### config.mk
export PLATFORM = sky130hd
export DESIGN_NAME = move_to_front_active_set_encoder_unit
export DESIGN_NICKNAME = d
export VERILOG_FILES = /design/src/rtl/mtfase_pkg.sv /design/src/rtl/move_to_front_active_set_encoder_unit.sv /design/src/rtl/mtfase_cell.sv
export VERILOG_INCLUDE_DIRS = /design/src /design/src/rtl
export SDC_FILE = /design/constraint.sdc
export NUM_CORES = 1
export LEC_CHECK = 0
export CAP_MARGIN = 20
export CORE_ASPECT_RATIO = 1.1
export CORE_MARGIN = 5
export CORE_UTILIZATION = 55
export DETAILED_ROUTE_END_ITERATION = 16
export DONT_BUFFER_PORTS = 1
export PLACE_DENSITY = 0.8
export SLEW_MARGIN = 0
export SYNTH_ARGS = -nofsm -noshare
export SYNTH_HDL_FRONTEND = slang
export SYNTH_SLANG_ARGS = --single-unit
### constraint.sdc
create_clock -name clk -period 4.2 [get_ports clk]
set_input_delay 0.63 -clock clk [delete_from_list [all_inputs] [get_ports clk]]
set_output_delay 0.63 -clock clk [all_outputs]
set_load 0.1 [all_outputs]
### src/rtl/move_to_front_active_set_encoder_unit_macros.svh
// Assertion macros used by the move-to-front encoder unit RTL.
`ifndef MOVE_TO_FRONT_ACTIVE_SET_ENCODER_UNIT_MACROS_SVH
`define MOVE_TO_FRONT_ACTIVE_SET_ENCODER_UNIT_MACROS_SVH
`ifndef SYNTHESIS
// Check a property at every rising clock edge outside reset.
`define MTFASE_ASSERT(name, clk, rst_n, prop) \
	name: assert property (@(posedge clk) disable iff (!rst_n) (prop)) \
		else $error("assertion failed");
// Check that a condition never holds at a rising clock edge outside reset.
`define MTFASE_ASSERT_NEVER(name, clk, rst_n, cond) \
	name: assert property (@(posedge clk) disable iff (!rst_n) !(cond)) \
		else $error("forbidden condition seen");
`else
`define MTFASE_ASSERT(name, clk, rst_n, prop)
`define MTFASE_ASSERT_NEVER(name, clk, rst_n, cond)
`endif
`endif

### src/rtl/mtfase_pkg.sv
// Shared types and constants of the move-to-front encoder.
package mtfase_pkg;

	localparam int KIND_W = 2;
	localparam int SYM_W  = 8;
	localparam int POS_W  = 6;

	// Request kinds
	localparam logic [KIND_W-1:0] KIND_CLEAR  = 2'd0;
	localparam logic [KIND_W-1:0] KIND_APPEND = 2'd1;
	localparam logic [KIND_W-1:0] KIND_ENCODE = 2'd2;

	// Per-cycle controls broadcast to every cell of the list
	typedef struct packed {
		logic append;    // write the request symbol into the tail cell
		logic compare;   // capture the match of each cell against the symbol
		logic shift_en;  // move the matched entry to the front
	} cell_ctrl_t;

endpackage

### src/rtl/move_to_front_active_set_encoder_unit.sv
// Move-to-front encoder over a list of active symbols held in a chain of cells.
// Clear and append requests return no result.
// Encode compares in all cells in the request cycle, then moves to front once the result register is free.
// The result register loads at the end of the move cycle and holds until taken.
// Async reset empties the list, clears the overflow flag and the result; contents are not cleared.
module move_to_front_active_set_encoder_unit #(
	parameter int LIST_DEPTH = 64
) (
	input  logic                          clk,
	input  logic                          arst_n,
	input  logic                          in_valid,
	output logic                          in_ready,
	input  logic [mtfase_pkg::KIND_W-1:0] kind,
	input  logic [mtfase_pkg::SYM_W-1:0]  symbol,
	output logic                          out_valid,
	input  logic                          out_ready,
	output logic [mtfase_pkg::POS_W-1:0]  position,
	output logic                          found,
	output logic                          overflow
);
	import mtfase_pkg::*;

`include "move_to_front_active_set_encoder_unit_macros.svh"

	localparam int LEN_W = $clog2(LIST_DEPTH + 1);

	typedef enum logic {
		S_IDLE,
		S_MOVE
	} state_t;

	state_t           state_q;
	logic [LEN_W-1:0] len_q;
	logic             dropped_q;
	logic [SYM_W-1:0] sym_q;
	logic             out_valid_q;
	logic [POS_W-1:0] position_q;
	logic             found_q;
	logic             overflow_q;

	logic                  accept;
	logic                  not_full;
	logic                  move_go;
	cell_ctrl_t            ctrl;
	logic [SYM_W-1:0]      cell_data [LIST_DEPTH];
	logic [LIST_DEPTH:0]   seen;
	logic [LIST_DEPTH-1:0] first_hit;
	logic [POS_W-1:0]      pos_c;

	assign in_ready = state_q == S_IDLE;
	assign accept   = in_valid && in_ready;
	assign not_full = len_q < LEN_W'(LIST_DEPTH);
	// Move only when the result register is free
	assign move_go  = (state_q == S_MOVE) && (!out_valid_q || out_ready);

	assign ctrl.append   = accept && (kind == KIND_APPEND) && not_full;
	assign ctrl.compare  = accept && (kind == KIND_ENCODE);
	assign ctrl.shift_en = move_go;

	// Chain of cells; cell 0 takes the encoded symbol on a move
	assign seen[0] = 1'b0;
	for (genvar g = 0; g < LIST_DEPTH; g++) begin : g_cell
		logic [SYM_W-1:0] prev;
		if (g == 0) begin : g_head
			assign prev = sym_q;
		end else begin : g_body
			assign prev = cell_data[g-1];
		end
		mtfase_cell #(
			.LEN_W(LEN_W),
			.INDEX(g)
		) u_cell (
			.clk       (clk),
			.arst_n    (arst_n),
			.ctrl      (ctrl),
			.symbol    (symbol),
			.length    (len_q),
			.prev_data (prev),
			.seen_in   (seen[g]),
			.hit_any   (seen[LIST_DEPTH]),
			.data      (cell_data[g]),
			.seen_out  (seen[g+1]),
			.first_hit (first_hit[g])
		);
	end

	// Encode the first matching place, low bits only
	always_comb begin
		pos_c = '0;
		for (int i = 0; i < LIST_DEPTH; i++) begin
			if (first_hit[i]) begin
				pos_c = pos_c | POS_W'(i);
			end
		end
	end

	// Control state and result register
	always_ff @(posedge clk or negedge arst_n) begin
		if (!arst_n) begin
			state_q     <= S_IDLE;
			len_q       <= '0;
			dropped_q   <= 1'b0;
			sym_q       <= '0;
			out_valid_q <= 1'b0;
			position_q  <= '0;
			found_q     <= 1'b0;
			overflow_q  <= 1'b0;
		end else begin
			// Drop the taken result unless a new one loads in the same cycle
			if (out_valid_q && out_ready && !move_go) begin
				out_valid_q <= 1'b0;
			end
			unique case (state_q)
				S_IDLE: begin
					if (accept) begin
						unique case (kind)
							KIND_CLEAR: begin
								len_q     <= '0;
								dropped_q <= 1'b0;
							end
							KIND_APPEND: begin
								if (not_full) begin
									len_q <= len_q + LEN_W'(1);
								end else begin
									dropped_q <= 1'b1;
								end
							end
							KIND_ENCODE: begin
								sym_q   <= symbol;
								state_q <= S_MOVE;
							end
							default: begin
							end
						endcase
					end
				end
				S_MOVE: begin
					if (move_go) begin
						out_valid_q <= 1'b1;
						position_q  <= pos_c;
						found_q     <= seen[LIST_DEPTH];
						overflow_q  <= dropped_q;
						state_q     <= S_IDLE;
					end
				end
				default: begin
					state_q <= S_IDLE;
				end
			endcase
		end
	end

	assign out_valid = out_valid_q;
	assign position  = position_q;
	assign found     = found_q;
	assign overflow  = overflow_q;

	`MTFASE_ASSERT(a_len_bound, clk, arst_n, len_q <= LEN_W'(LIST_DEPTH))
	`MTFASE_ASSERT(a_first_hit_unique, clk, arst_n, $onehot0(first_hit))
	`MTFASE_ASSERT(a_result_after_move, clk, arst_n, $rose(out_valid_q) |-> $past(state_q == S_MOVE))
	`MTFASE_ASSERT_NEVER(a_no_accept_in_move, clk, arst_n, (state_q == S_MOVE) && in_ready)

endmodule

### src/rtl/mtfase_cell.sv
// One list entry: holds a symbol, compares it and hands it to its neighbor on a move.
module mtfase_cell #(
	parameter int LEN_W = 7,
	parameter int INDEX = 0
) (
	input  logic                        clk,
	input  logic                        arst_n,
	input  mtfase_pkg::cell_ctrl_t      ctrl,
	input  logic [mtfase_pkg::SYM_W-1:0] symbol,
	input  logic [LEN_W-1:0]            length,
	input  logic [mtfase_pkg::SYM_W-1:0] prev_data,
	input  logic                        seen_in,
	input  logic                        hit_any,
	output logic [mtfase_pkg::SYM_W-1:0] data,
	output logic                        seen_out,
	output logic                        first_hit
);
	import mtfase_pkg::*;

	logic [SYM_W-1:0] data_q;
	logic             match_q;
	logic             valid;
	logic             tail;
	logic             shift;

	// Entry is live below the list length; tail is the next free slot
	assign valid = LEN_W'(INDEX) < length;
	assign tail  = LEN_W'(INDEX) == length;
	// Shift when a hit exists at this place or behind it
	assign shift = ctrl.shift_en && hit_any && !seen_in;

	// Hold the stored symbol, load on append, take the neighbor on a move
	always_ff @(posedge clk) begin
		if (shift) begin
			data_q <= prev_data;
		end else if (ctrl.append && tail) begin
			data_q <= symbol;
		end
	end

	// Capture the compare result in the request cycle
	always_ff @(posedge clk or negedge arst_n) begin
		if (!arst_n) begin
			match_q <= 1'b0;
		end else if (ctrl.compare) begin
			match_q <= valid && (data_q == symbol);
		end
	end

	assign data      = data_q;
	assign seen_out  = seen_in | match_q;
	assign first_hit = match_q & ~seen_in;

endmodule
==> results.yml <==
outcome:
  status: "finished clean"
die:
  initial_core_util: 0.5558
  fp.dieW_um: 244.5
  coreArea_um2: 59860
  io_pins: 24
  die_area_um2: 65530
  row_count: 94
  die_h_um: 268.0
grt:
  gr-usage-all-layers: 0.2621
  grt_pass1_vias: 22950
  grt_antenna_before_repair: 1
  grt_pass1_wl_um: 135700
  overflow: 0
  grt_max_degree: 130
routing:
  wire_per_inst_um: 24.90
  avgViaCountPerCell: 6.420
  ant_nets: 0
  route.met2.wl_um: 41890
  drt_wl_total_um: 86910
  num_vias: 22410
  dr.pass1.iters: 6
  met3_length_um: 7682
  wl_met1_um: 33360
  drtIter0Drc: 2540
  highest_layer: "met5"
  drc: 0
placement:
  dp_cells: 3368
  place.port_buffers: 0
  hpwl_um: 57790
  gp_congestion: 0.9710
cts:
  clock-root-buffer: "clkbuf_16"
  h-tree-depth: 2
  cts_buffers: 60
  clk_latency_ns: 0.65
  clk_pin_slew_ns: 0.06
  numClockSinks: 602
  clk_path_buf_depth: 3
  cts_tree: "done"
flow_run:
  drv_cap: 0
synth:
  yosysTopAreaCell: "edfxtp_1"
  syn_avg_cell_area_um2: 12.42
  ys_seq_area_frac: 0.5297
  synthArstFlopShare: 0.1495
  synth_flop_cell: "edfxtp_1"
  syn_area_um2: 33280
  syn-num-nets: 2697
  ys_top_cells_by_area: "edfxtp_1, mux2_2, xnor2_1"
  syn_inst: 2679
  synth_top_area_share: 0.4620
  ys_ff_latch: 602
  synth-edff-count: 512
  yosys_warnings: 0
  synth_cell_types: 75
layout:
  fill_cells: 4434
  drive_above_1_share: 0.2644
  layout_commonest_cell: "edfxtp_1"
  antenna_cells: 0
  syn2layout_area_growth_pct: 9.404
  final_cell_mix: "edfxtp_1, mux2_2, xnor2_1"
  final_cells: 3491
  fin_nets: 2690
power:
  total_power_w: 0.01333
  p_leak_nw: 12.59
  powerDensity_nw_per_um2: 366.2
  max-vdd-ir-drop_mv: 0.4095
setup_path:
  crit_type: "flip-flop to flip-flop"
  cp_max_fo: 9
  crit_required_ns: 4.59
  crit_path_end_kind: "flip-flop"
  startpoint_type: "flip-flop"
  arrival_ns: 4.32
timing:
  drv_slew: 0
  tightest_slew_ns: 1.090
  min_period_ns: 3.932
  fin_skew_ns: 0.03372
  slew_headroom: 0.2657
  setup_viol: 0
  report.final.hold_viol_count: 0
  rsz0062_at_grt: "no"
  fin_setup_tns_ns: 0
  fin_crit_sh: 0.9362
  max_freq_mhz: 254.3
worst_hold_path:
  hp-class: "input port to flip-flop"
-- synth_stat cells (19+ instances only) --
library cell and count:
a21oi_1 31, buf_1 31, clkbuf_1 143, dfrtp_1 90, edfxtp_1 512, mux2_2 465
nand2_1 252, nand3_1 51, nand4_1 71, nor2_1 69, nor3_1 29, nor4_1 71
o2111ai_1 19, o21ai_0 75, xnor2_1 263, xor2_1 249
-- routing by layer --
layer,track usage,vias up
li1,-,9845
met1,0.3437,11220
met2,0.4356,1105
met3,0.04635,243
met4,0.1119,2
met5,0,-
-- sequential cells by signal (all words and copies together), names as in the netlist --
| register | flops |
|---|---|
| g_cell.u_cell.data | 512 |
| g_cell.u_cell.match_q | 64 |
| g_cell.prev | 8 |
| len_q | 7 |
| position | 6 |
| dropped_q | 1 |
| found | 1 |
| out_valid | 1 |
| overflow | 1 |
| state_q | 1 |
-- report_power, final --
part	switching [W]	internal, W
Clock	0.00239	0.00316
Sequential	0.000261	0.00658
Combinational	0.000489	0.000444
Total	0.00314	0.0102
-- logic make-up (layout without fill, tap and decap cells) --
kind of cell | Yosys count | after routing | synth area share
xor+xnor | 512 | 512 | 0.1348
simple gates | 630 | 630 | 0.09577
mux | 481 | 481 | 0.1637
compound gates | 245 | 245 | 0.05080
flops | 602 | 602 | 0.5297
buf+inv | 205 | 249 | 0.02376
fa+ha+maj | 4 | 4 | 0.001504
-- critical path, stage by stage, from the launching register on --
cell and delay [ns]:
dfrtp_1 0.45, or4_1 0.64, or4_4 0.58, nor4_4 0.60
and2_0 0.26, nand2_1 0.30, nor2_2 0.45, mux2_2 0.39
-- path summary, 6_finish.rpt --
check	start	to	slack, ns	depth (start not counted)
min in group asynchronous	arst_n	g_cell[24].u_cell.match_q$_DFFE_PN0P_	0.56	2
max in group asynchronous	arst_n	g_cell[59].u_cell.match_q$_DFFE_PN0P_	3.17	2
setup / recovery	g_cell[0].u_cell.match_q$_DFFE_PN0P_	g_cell[41].u_cell.data[4]$_DFFE_PP_	0.27	7
hold / removal	kind[0]	dropped_q$_DFFE_PN0P_	0.17	2
hold reg to reg	g_cell[0].prev[5]$_DFFE_PN0P_	g_cell[0].prev[5]$_DFFE_PN0P_	0.48	2
setup reg to reg	g_cell[0].u_cell.match_q$_DFFE_PN0P_	g_cell[41].u_cell.data[4]$_DFFE_PP_	0.27	7
-- timing repair --
action,CTS,global route
hold buffers,2,0
setup buffers,0,0
resized for setup,0,0
hold endpoints to repair,90,0
-- metrics by stage --
stage	worst slack, ns	hold WS, ns	cell area, um2	util
6_report	0.2680	0.1732	36400	0.6081
5_1_grt	0.1417	0.1687	36400	0.6081
4_1_cts	0.3026	0.1541	36360	0.6073
3_5_place_dp	0.3398	0.3404	34330	0.5734
3_3_place_gp	0.4353	0.3380	34290	0.5727
2_1_floorplan	0.5938	0.3344	33280	-
-- cell type report --
class                   instances  area [um2]  area share
flip-flops and latches        602       17630      0.4842
repair buffers                118       875.8     0.02406
well taps                     768       960.9     0.02640
clock inverters                38       415.4     0.01141
clock buffers                  75        1579     0.04337
inverters                      18       67.56    0.001856
multi-input cells            1872       14880      0.4087
Note: power is estimated with default switching activity, not from simulation.
